<file path="src/hw/rtl/lrts_pkg.sv">
// lrts_pkg: beat types and fixed field widths for the longest-remaining-time scheduler
// no dependencies; used by lrts_ctrl, lrts_dpath and the top level
package lrts_pkg;

  localparam int TASK_ID_W = 5;
  localparam int FIELD_W   = 16;

  localparam logic OP_LOAD = 1'b0;
  localparam logic OP_TICK = 1'b1;

  typedef struct packed {
    logic                 operation;
    logic [TASK_ID_W-1:0] task_id;
    logic [FIELD_W-1:0]   arrival_time;
    logic [FIELD_W-1:0]   burst_length;
  } in_item_t;

  typedef struct packed {
    logic                 error;
    logic                 ran_valid;
    logic [TASK_ID_W-1:0] ran_task;
    logic                 completed;
    logic [FIELD_W-1:0]   finish_time;
    logic [FIELD_W-1:0]   turnaround;
    logic [FIELD_W-1:0]   waiting;
    logic [FIELD_W-1:0]   current_time_out;
  } out_item_t;

  // one task table entry
  typedef struct packed {
    logic [FIELD_W-1:0] arrival;
    logic [FIELD_W-1:0] burst;
    logic [FIELD_W-1:0] remaining;
  } entry_t;

  // controller to datapath
  typedef struct packed {
    logic latch_in;
    logic dispatch;
    logic scan_start;
    logic scan_run;
    logic writeback;
    logic emit;
  } ctl_cmd_t;

  // datapath to controller
  typedef struct packed {
    logic op_tick;
    logic time_sat;
    logic scan_done;
  } dp_stat_t;

endpackage

</file>
<file path="src/hw/rtl/lrts_ctrl.sv">
// lrts_ctrl: sequencing state machine and output beat valid for the scheduler
// depends on lrts_pkg (ctl_cmd_t, dp_stat_t)
module lrts_ctrl (
  input  logic              clk,
  input  logic              rst_n,
  input  logic              in_valid,
  output logic              in_stall,
  output logic              out_valid,
  input  logic              out_stall,
  input  lrts_pkg::dp_stat_t stat,
  output lrts_pkg::ctl_cmd_t cmd
);

  localparam logic [2:0] ST_IDLE = 3'd0;
  localparam logic [2:0] ST_DISP = 3'd1;
  localparam logic [2:0] ST_SCAN = 3'd2;
  localparam logic [2:0] ST_WB   = 3'd3;
  localparam logic [2:0] ST_EMIT = 3'd4;

  logic [2:0] state_r, state_nxt;
  logic       out_valid_r, out_valid_nxt;
  logic       out_free;

  assign out_free = !out_valid_r || !out_stall;

  always_comb begin
    state_nxt = state_r;
    cmd       = '0;
    case (state_r)
      ST_IDLE: begin
        if (in_valid) begin
          cmd.latch_in = 1'b1;
          state_nxt    = ST_DISP;
        end
      end
      ST_DISP: begin
        cmd.dispatch = 1'b1;
        if (stat.op_tick && !stat.time_sat) begin
          cmd.scan_start = 1'b1;
          state_nxt      = ST_SCAN;
        end else begin
          state_nxt = ST_EMIT;
        end
      end
      ST_SCAN: begin
        cmd.scan_run = 1'b1;
        if (stat.scan_done) begin
          state_nxt = ST_WB;
        end
      end
      ST_WB: begin
        cmd.writeback = 1'b1;
        state_nxt     = ST_EMIT;
      end
      ST_EMIT: begin
        if (out_free) begin
          cmd.emit  = 1'b1;
          state_nxt = ST_IDLE;
        end
      end
      default: begin
        state_nxt = ST_IDLE;
      end
    endcase
  end

  assign out_valid_nxt = cmd.emit || (out_valid_r && out_stall);

  always_ff @(posedge clk) begin
    if (!rst_n) begin
      state_r     <= ST_IDLE;
      out_valid_r <= 1'b0;
    end else begin
      state_r     <= state_nxt;
      out_valid_r <= out_valid_nxt;
    end
  end

  assign in_stall  = (state_r != ST_IDLE);
  assign out_valid = out_valid_r;

`ifndef SYNTH
  a_emit_free: assert property (@(posedge clk) disable iff (!rst_n)
    cmd.emit |-> !(out_valid_r && out_stall))
    else $error("result emitted over a held beat");

  a_scan_entry: assert property (@(posedge clk) disable iff (!rst_n)
    $rose(state_r == ST_SCAN) |-> $past(state_r) == ST_DISP)
    else $error("scan entered without dispatch");

  a_scan_exit: assert property (@(posedge clk) disable iff (!rst_n)
    (state_r == ST_SCAN && stat.scan_done) |=> state_r == ST_WB)
    else $error("finished scan did not write back");

  a_idle_quiet: assert property (@(posedge clk) disable iff (!rst_n)
    state_r == ST_IDLE |-> !(cmd.dispatch || cmd.scan_run || cmd.writeback))
    else $error("datapath command while idle");
`endif

endmodule

</file>
<file path="src/hw/rtl/lrts_dpath.sv">
// lrts_dpath: task table memory, loaded bits, scheduler time, selection sweep, result regs
// depends on lrts_pkg (beat types, entry_t, command/status structs)
module lrts_dpath #(
  parameter int MAX_TASKS = 32,
  parameter int TIME_BITS = 16
) (
  input  logic               clk,
  input  logic               rst_n,
  input  lrts_pkg::in_item_t  in_data,
  output lrts_pkg::out_item_t out_data,
  input  lrts_pkg::ctl_cmd_t  cmd,
  output lrts_pkg::dp_stat_t  stat
);

  localparam int IDX_W = (MAX_TASKS > 1) ? $clog2(MAX_TASKS) : 1;
  localparam int CNT_W = $clog2(MAX_TASKS + 1);
  localparam int CMP_W = (TIME_BITS > lrts_pkg::FIELD_W) ? TIME_BITS : lrts_pkg::FIELD_W;
  localparam int FW    = lrts_pkg::FIELD_W;
  localparam int TID_W = lrts_pkg::TASK_ID_W;

  lrts_pkg::entry_t    mem [MAX_TASKS];
  lrts_pkg::in_item_t  item_r;
  lrts_pkg::out_item_t res_r, res_nxt;
  lrts_pkg::out_item_t out_r;
  lrts_pkg::entry_t    rd_data_r;
  lrts_pkg::entry_t    best_r;
  lrts_pkg::entry_t    wr_data;

  logic [MAX_TASKS-1:0] loaded_r;
  logic [TIME_BITS-1:0] time_r, time_nxt;
  logic [CNT_W-1:0]     cnt_r;
  logic [IDX_W-1:0]     rd_idx_r, best_idx_r, wr_idx, slot_idx;
  logic                 best_valid_r;
  logic                 slot_ok, load_wr, wr_en, rd_en, cand, better;
  logic [FW-1:0]        rem_dec;
  logic [TIME_BITS-1:0] time_inc, tat, wt;

  assign slot_idx = IDX_W'(item_r.task_id);
  assign slot_ok  = 32'(item_r.task_id) < 32'(MAX_TASKS);
  assign load_wr  = cmd.dispatch && (item_r.operation == lrts_pkg::OP_LOAD)
                    && (item_r.burst_length != '0) && slot_ok;

  // sweep: read slot cnt, compare the slot read in the previous cycle
  assign rd_en = cmd.scan_run && (cnt_r < CNT_W'(MAX_TASKS));
  assign cand  = cmd.scan_run && (cnt_r != '0) && loaded_r[rd_idx_r]
                 && (rd_data_r.remaining != '0)
                 && (CMP_W'(rd_data_r.arrival) <= CMP_W'(time_r));
  assign better = !best_valid_r
                  || (rd_data_r.remaining > best_r.remaining)
                  || ((rd_data_r.remaining == best_r.remaining)
                      && (rd_data_r.arrival < best_r.arrival));

  assign time_inc = time_r + TIME_BITS'(1);
  assign rem_dec  = best_r.remaining - FW'(1);
  assign tat      = time_inc - TIME_BITS'(best_r.arrival);
  assign wt       = tat - TIME_BITS'(best_r.burst);

  // single write port shared by load and write-back
  always_comb begin
    wr_en   = 1'b0;
    wr_idx  = slot_idx;
    wr_data = '{arrival: item_r.arrival_time, burst: item_r.burst_length,
                remaining: item_r.burst_length};
    if (load_wr) begin
      wr_en = 1'b1;
    end else if (cmd.writeback && best_valid_r) begin
      wr_en   = 1'b1;
      wr_idx  = best_idx_r;
      wr_data = '{arrival: best_r.arrival, burst: best_r.burst, remaining: rem_dec};
    end
  end

  always_comb begin
    time_nxt = time_r;
    res_nxt  = res_r;
    if (cmd.dispatch) begin
      res_nxt                  = '0;
      res_nxt.current_time_out = FW'(time_r);
      if (item_r.operation == lrts_pkg::OP_LOAD) begin
        res_nxt.error = (item_r.burst_length == '0);
      end else begin
        res_nxt.error = stat.time_sat;
      end
    end else if (cmd.writeback) begin
      time_nxt                 = time_inc;
      res_nxt                  = '0;
      res_nxt.current_time_out = FW'(time_inc);
      if (best_valid_r) begin
        res_nxt.ran_valid = 1'b1;
        res_nxt.ran_task  = TID_W'(best_idx_r);
        if (rem_dec == '0) begin
          res_nxt.completed   = 1'b1;
          res_nxt.finish_time = FW'(time_inc);
          res_nxt.turnaround  = FW'(tat);
          res_nxt.waiting     = FW'(wt);
        end
      end
    end
  end

  always_ff @(posedge clk) begin
    if (wr_en) begin
      mem[wr_idx] <= wr_data;
    end
    if (rd_en) begin
      rd_data_r <= mem[cnt_r[IDX_W-1:0]];
    end
  end

  always_ff @(posedge clk) begin
    if (!rst_n) begin
      time_r       <= '0;
      loaded_r     <= '0;
      cnt_r        <= '0;
      best_valid_r <= 1'b0;
    end else begin
      time_r <= time_nxt;
      if (load_wr) begin
        loaded_r[wr_idx] <= 1'b1;
      end
      if (cmd.scan_start) begin
        cnt_r        <= '0;
        best_valid_r <= 1'b0;
      end else if (cmd.scan_run && !stat.scan_done) begin
        cnt_r <= cnt_r + CNT_W'(1);
      end
      if (cand && better) begin
        best_valid_r <= 1'b1;
      end
    end
  end

  always_ff @(posedge clk) begin
    if (cmd.latch_in) begin
      item_r <= in_data;
    end
    if (rd_en) begin
      rd_idx_r <= cnt_r[IDX_W-1:0];
    end
    if (cand && better) begin
      best_r     <= rd_data_r;
      best_idx_r <= rd_idx_r;
    end
    res_r <= res_nxt;
    if (cmd.emit) begin
      out_r <= res_r;
    end
  end

  assign stat.op_tick   = (item_r.operation == lrts_pkg::OP_TICK);
  assign stat.time_sat  = &time_r;
  assign stat.scan_done = (cnt_r == CNT_W'(MAX_TASKS));
  assign out_data       = out_r;

endmodule

</file>
<file path="src/hw/rtl/longest_remaining_time_scheduler_top.sv">
// Longest-remaining-time-first scheduler: a task table of MAX_TASKS slots and a
// TIME_BITS scheduler clock. A load beat (operation 0) writes a slot's arrival
// time and burst and restarts its remaining time; a zero burst is refused with
// error set, and a slot number at or above MAX_TASKS is dropped silently. A tick
// beat (operation 1) runs for one unit the loaded, unfinished task that has
// arrived and has the most remaining time (ties: earlier arrival, then lower
// slot), advances time by one and, when the task finishes, reports finish,
// turnaround and waiting times. With nothing ready the tick is idle but time
// still moves; at the largest time value a tick only reports error. Every input
// beat gives exactly one result beat. A load passes through dispatch and emit; a
// tick below the largest time value also runs the selection sweep, which reads
// one task table entry per cycle through the table memory's single read port,
// and a write-back. A finished result sits in an output register, so the next
// beat is taken while it waits on out_stall. The task table itself has no
// reset; only its loaded bits are cleared.
// depends on lrts_pkg, lrts_ctrl, lrts_dpath
module longest_remaining_time_scheduler_top #(
  parameter int MAX_TASKS = 32,
  parameter int TIME_BITS = 16
) (
  input  logic                clk,
  input  logic                rst_n,
  // input beats
  input  logic                in_valid,
  output logic                in_stall,
  input  lrts_pkg::in_item_t  in_data,
  // result beats
  output logic                out_valid,
  input  logic                out_stall,
  output lrts_pkg::out_item_t out_data
);

  // command and status between sequencer and datapath
  lrts_pkg::ctl_cmd_t cmd;
  lrts_pkg::dp_stat_t stat;

  // sequencer: accept, dispatch, sweep, write-back, emit
  lrts_ctrl u_ctrl (
    .clk       (clk),
    .rst_n     (rst_n),
    .in_valid  (in_valid),
    .in_stall  (in_stall),
    .out_valid (out_valid),
    .out_stall (out_stall),
    .stat      (stat),
    .cmd       (cmd)
  );

  // task table, time counter, best-candidate tracking and result registers
  lrts_dpath #(
    .MAX_TASKS (MAX_TASKS),
    .TIME_BITS (TIME_BITS)
  ) u_dpath (
    .clk      (clk),
    .rst_n    (rst_n),
    .in_data  (in_data),
    .out_data (out_data),
    .cmd      (cmd),
    .stat     (stat)
  );

endmodule

</file>
<file path="config.mk">
export PLATFORM = sky130hd
export DESIGN_NAME = longest_remaining_time_scheduler_top
export DESIGN_NICKNAME = d
export VERILOG_FILES = /design/src/hw/rtl/lrts_pkg.sv /design/src/hw/rtl/lrts_ctrl.sv /design/src/hw/rtl/lrts_dpath.sv /design/src/hw/rtl/longest_remaining_time_scheduler_top.sv
export SDC_FILE = /design/constraint.sdc
export NUM_CORES = 2
export LEC_CHECK = 0
export BUFFER_PORTS_ARGS = -buffer_cell sky130_fd_sc_hd__buf_2
export CAP_MARGIN = 10
export CORE_ASPECT_RATIO = 2
export CORE_MARGIN = 4
export CORE_UTILIZATION = 45
export DETAILED_ROUTE_END_ITERATION = 8
export PLACE_DENSITY = 0.68
export SKIP_CTS_REPAIR_TIMING = 1
export SYNTH_ARGS = -nofsm -noshare
export SYNTH_HDL_FRONTEND = slang
export SYNTH_HIERARCHICAL = 1
export SYNTH_SLANG_ARGS = --single-unit
</file>
<file path="constraint.sdc">
create_clock -name clk -period 17.1 [get_ports clk]
set_input_delay 0.855 -clock clk [delete_from_list [all_inputs] [get_ports clk]]
set_output_delay 0.855 -clock clk [all_outputs]
set_load 0.05 [all_outputs]
</file>
==> impl_metrics.ini <==
[pwr]
max-vdd-ir-drop_mv = 0.0737
p_sw_w = 0.00181
power_density_mw_per_mm2 = 109
leakage_nw = 25.5
power_frac_seq = 0.570
swShare = 0.203
p_int_w = 0.00713
clkPwrFrac = 0.395
comb_power_share = 0.034

[synth]
post_synth_inst_count = 3495
synth_top_area_cell = edfxtp_1
synth_area_mm2 = 0.0734
synth_edf_count = 1769
avgSynthCellArea_um2 = 21.0
synth_top_family_by_area = multiplexers
synthTopCellsByArea = edfxtp_1 (72%), mux4_2 (15%), dfxtp_1 (3.1%)
synth.mux.area_fraction = 0.158
synth-warning-count = 6
yosysUniqueCellTypes = 67
ys_ff_latch = 1883
ys_async_sr_fraction = 0
synthSimpleGateAreaFrac = 0.0249
synth-xor-area-share = 0.00830
synthFlopType = edfxtp_1
seq_area_frac_synth = 0.755
synthesis.nets = 3621
synth_compound_area_frac = 0.0260
synthAdderAreaFrac = 0.0145
netlist.area_leader.share = 0.724

[clock_network]
cts_max_level = 4
numCtsBuffers = 157
tritoncts = built
cts.reportedPaths.clkPinSlew_ns = 0.08
clkLatencyLatePin_ns = 0.81
cts.sinks = 1883
clk_path_buf_depth = 4
clockRootBuffer = clkbuf_16

[placement]
portBuffers = 115
dp_hpwl_mm = 102
dp_cells = 5652
dp_worst_setup_slack_ns = 11.72
place.gp.congestion = 0.885

[die]
rows = 209
fp.dieH_um = 579
core-area_mm2 = 0.162
ioPinCount = 116
initial_core_util = 0.453
dieArea_mm2 = 0.170
die_x_um = 294

[sta]
final.setup.tns_ns = 0
slew_viol_final = 0
fin_worst_skew_ns = 0.0537
tightest_slew_ns = 1.18
post-route-period-util = 0.314
fin_crit_ns = 5.37
max_slew_margin = 0.213
hold_viol = 0
setup_viol = 0
max_freq_mhz = 186
rsz0062_at_grt = false
fin_ws_ns = 11.73

[route]
ant_nets = 0
totalWireLength_mm = 180
viasPerCell = 6.00
vias = 35600
drcViolationCount = 0
first_pass_iters = 7
wire_per_inst_um = 30.4
drt_iter0_drc = 3495

[flow_run]
drv_cap = 0

[layout]
multiInputGateArea_mm2 = 0.0175
layout-drive-gt1-share = 0.279
layout.cells.non_filler = 5930
num-nets-final = 3840
final_common_cell = edfxtp_1
seqCellArea_mm2 = 0.0554
fillers = 12700
syn2layout_area_growth_pct = 12.1
final_cell_mix = edfxtp_1 (1769), mux4_2 (490), clkbuf_16 (163)

[worst_setup_path]
worstSetupEndpointType = flop
r2r_setup_slack_ns = 11.73
r2r_cells = 7
r2r-end = u_dpath/mem[18][36]$_DFFE_PP_
required_ns = 17.49
arrival_ns = 5.75
critPathKind = flop to flop
cp_max_fo = 31
rr_startpoint = u_dpath/item_r[11]$_DFFE_PP_
start_kind = flop

[global_routing]
grt_pass1_vias = 36600
grt_pass1_wl_mm = 259
antenna_found_initial = 3
overflow = 0
grt_max_degree = 151
grt_usage = 0.212

[outcome]
status = complete, no violations

[hold_path]
hold_end = u_dpath/item_r[22]$_DFFE_PP_
min_path_type = input pin to flop
hp-start = in_data[22]
whs_path_depth = 1
## layer usage
layer,vias up,track usage,wire length [um]
met5,-,0,0
met4,0,0.100,9560
met3,410,0.0238,10300
met2,1450,0.391,98100
met1,18900,0.247,62300
li1,14800,-,-
## cell families after synthesis
kind of cell	after synthesis
compound gates	300
xor+xnor	68
fa+ha+maj	84
buf+inv	245
flops	1883
mux	543
simple gates	372
## flip-flops by register name (all words and copies together) (netlist names)
name                  cells
u_dpath/mem            1536
u_dpath/out_data         72
u_dpath/res_r            72
u_dpath/best_r           48
u_dpath/rd_data_r        48
u_dpath/item_r           32
u_dpath/loaded_r         32
u_dpath/time_r           16
u_dpath/cnt_r             6
u_dpath/best_idx_r        5
u_dpath/rd_idx_r          5
u_dpath/slot_idx          5
u_ctrl/state_r            3
u_ctrl/out_valid          1
u_dpath/best_valid_r      1
u_dpath/stat              1
## cell type report
class,count,area share
multi-input combinational,1367,0.212
tap,2110,0.0321
antenna,3,0.0000912
inverter,86,0.00392
sequential,1883,0.673
clock buffer,190,0.0507
clock inverter,72,0.00906
timing repair buffer,219,0.0188
## worst max-delay path by stage
stage | startpoint | endpoint | slack, ns | cells past startpoint
after floorplan | u_dpath/cnt_r[1]$_SDFFE_PP0P_ | u_dpath/best_valid_r$_SDFFE_PN0P_ | 5.97 | 10
after global placement | u_dpath/item_r[11]$_DFFE_PP_ | u_dpath/mem[27][16]$_DFFE_PP_ | 11.76 | 7
after detailed placement | u_dpath/item_r[11]$_DFFE_PP_ | u_dpath/mem[27][16]$_DFFE_PP_ | 11.72 | 7
after CTS | u_dpath/item_r[11]$_DFFE_PP_ | u_dpath/mem[18][16]$_DFFE_PP_ | 11.69 | 7
after global routing | u_dpath/item_r[9]$_DFFE_PP_ | u_dpath/mem[27][36]$_DFFE_PP_ | 11.59 | 7
final | u_dpath/item_r[11]$_DFFE_PP_ | u_dpath/mem[18][36]$_DFFE_PP_ | 11.73 | 7
## critical path, cell delays in order (launching register included)
cell	delay, ns
edfxtp_1	0.38
nor4_1	0.43
nand4_1	0.56
nor3b_1	0.36
nor2_2	0.78
a31oi_2	0.61
nor2_4	0.92
buf_4	0.79
## per-stage QoR
stage / hold WS [ns] / total power, W / util / area, um2
finish: 0.235 / 0.00895 / 0.508 / 82300
floorplan: 0.400 / 0.00540 / - / 73400
global placement: 0.400 / 0.00550 / 0.476 / 77200
CTS: 0.194 / 0.00900 / 0.506 / 82100
global route: 0.217 / 0.00921 / 0.508 / 82300
detailed placement: 0.405 / 0.00551 / 0.476 / 77200
## Yosys cell counts (8+ instances only)
cell type and n:
o22ai_1 12, nor2_1 92, xor2_1 15, nor2b_1 48, nand2b_1 12, clkbuf_1 100, a21o_1 19, nand4_1 22
nand2_1 99, xnor2_1 52, nand3_1 17, and3_1 13, nor3_1 23, or3_1 8, buf_2 43, nor4_1 11
mux4_2 490, buf_1 14, o21ai_0 92, a22o_1 29, and2_1 13, edfxtp_1 1769, inv_1 82, o21a_1 11
dfxtp_1 114, a21oi_1 77, ha_1 82, mux2_2 48
## power groups by stage
| stage | sequential [W] | clock, W | combinational, W |
|---|---|---|---|
| 6_report | 0.00510 | 0.00354 | 0.000308 |
| 5_1_grt | 0.00510 | 0.00378 | 0.000329 |
| 4_1_cts | 0.00510 | 0.00360 | 0.000303 |
| 3_5_place_dp | 0.00521 | 0 | 0.000302 |
| 3_3_place_gp | 0.00521 | 0 | 0.000295 |
| 2_1_floorplan | 0.00521 | 0 | 0.000183 |
(Power assumes the default switching activity.)
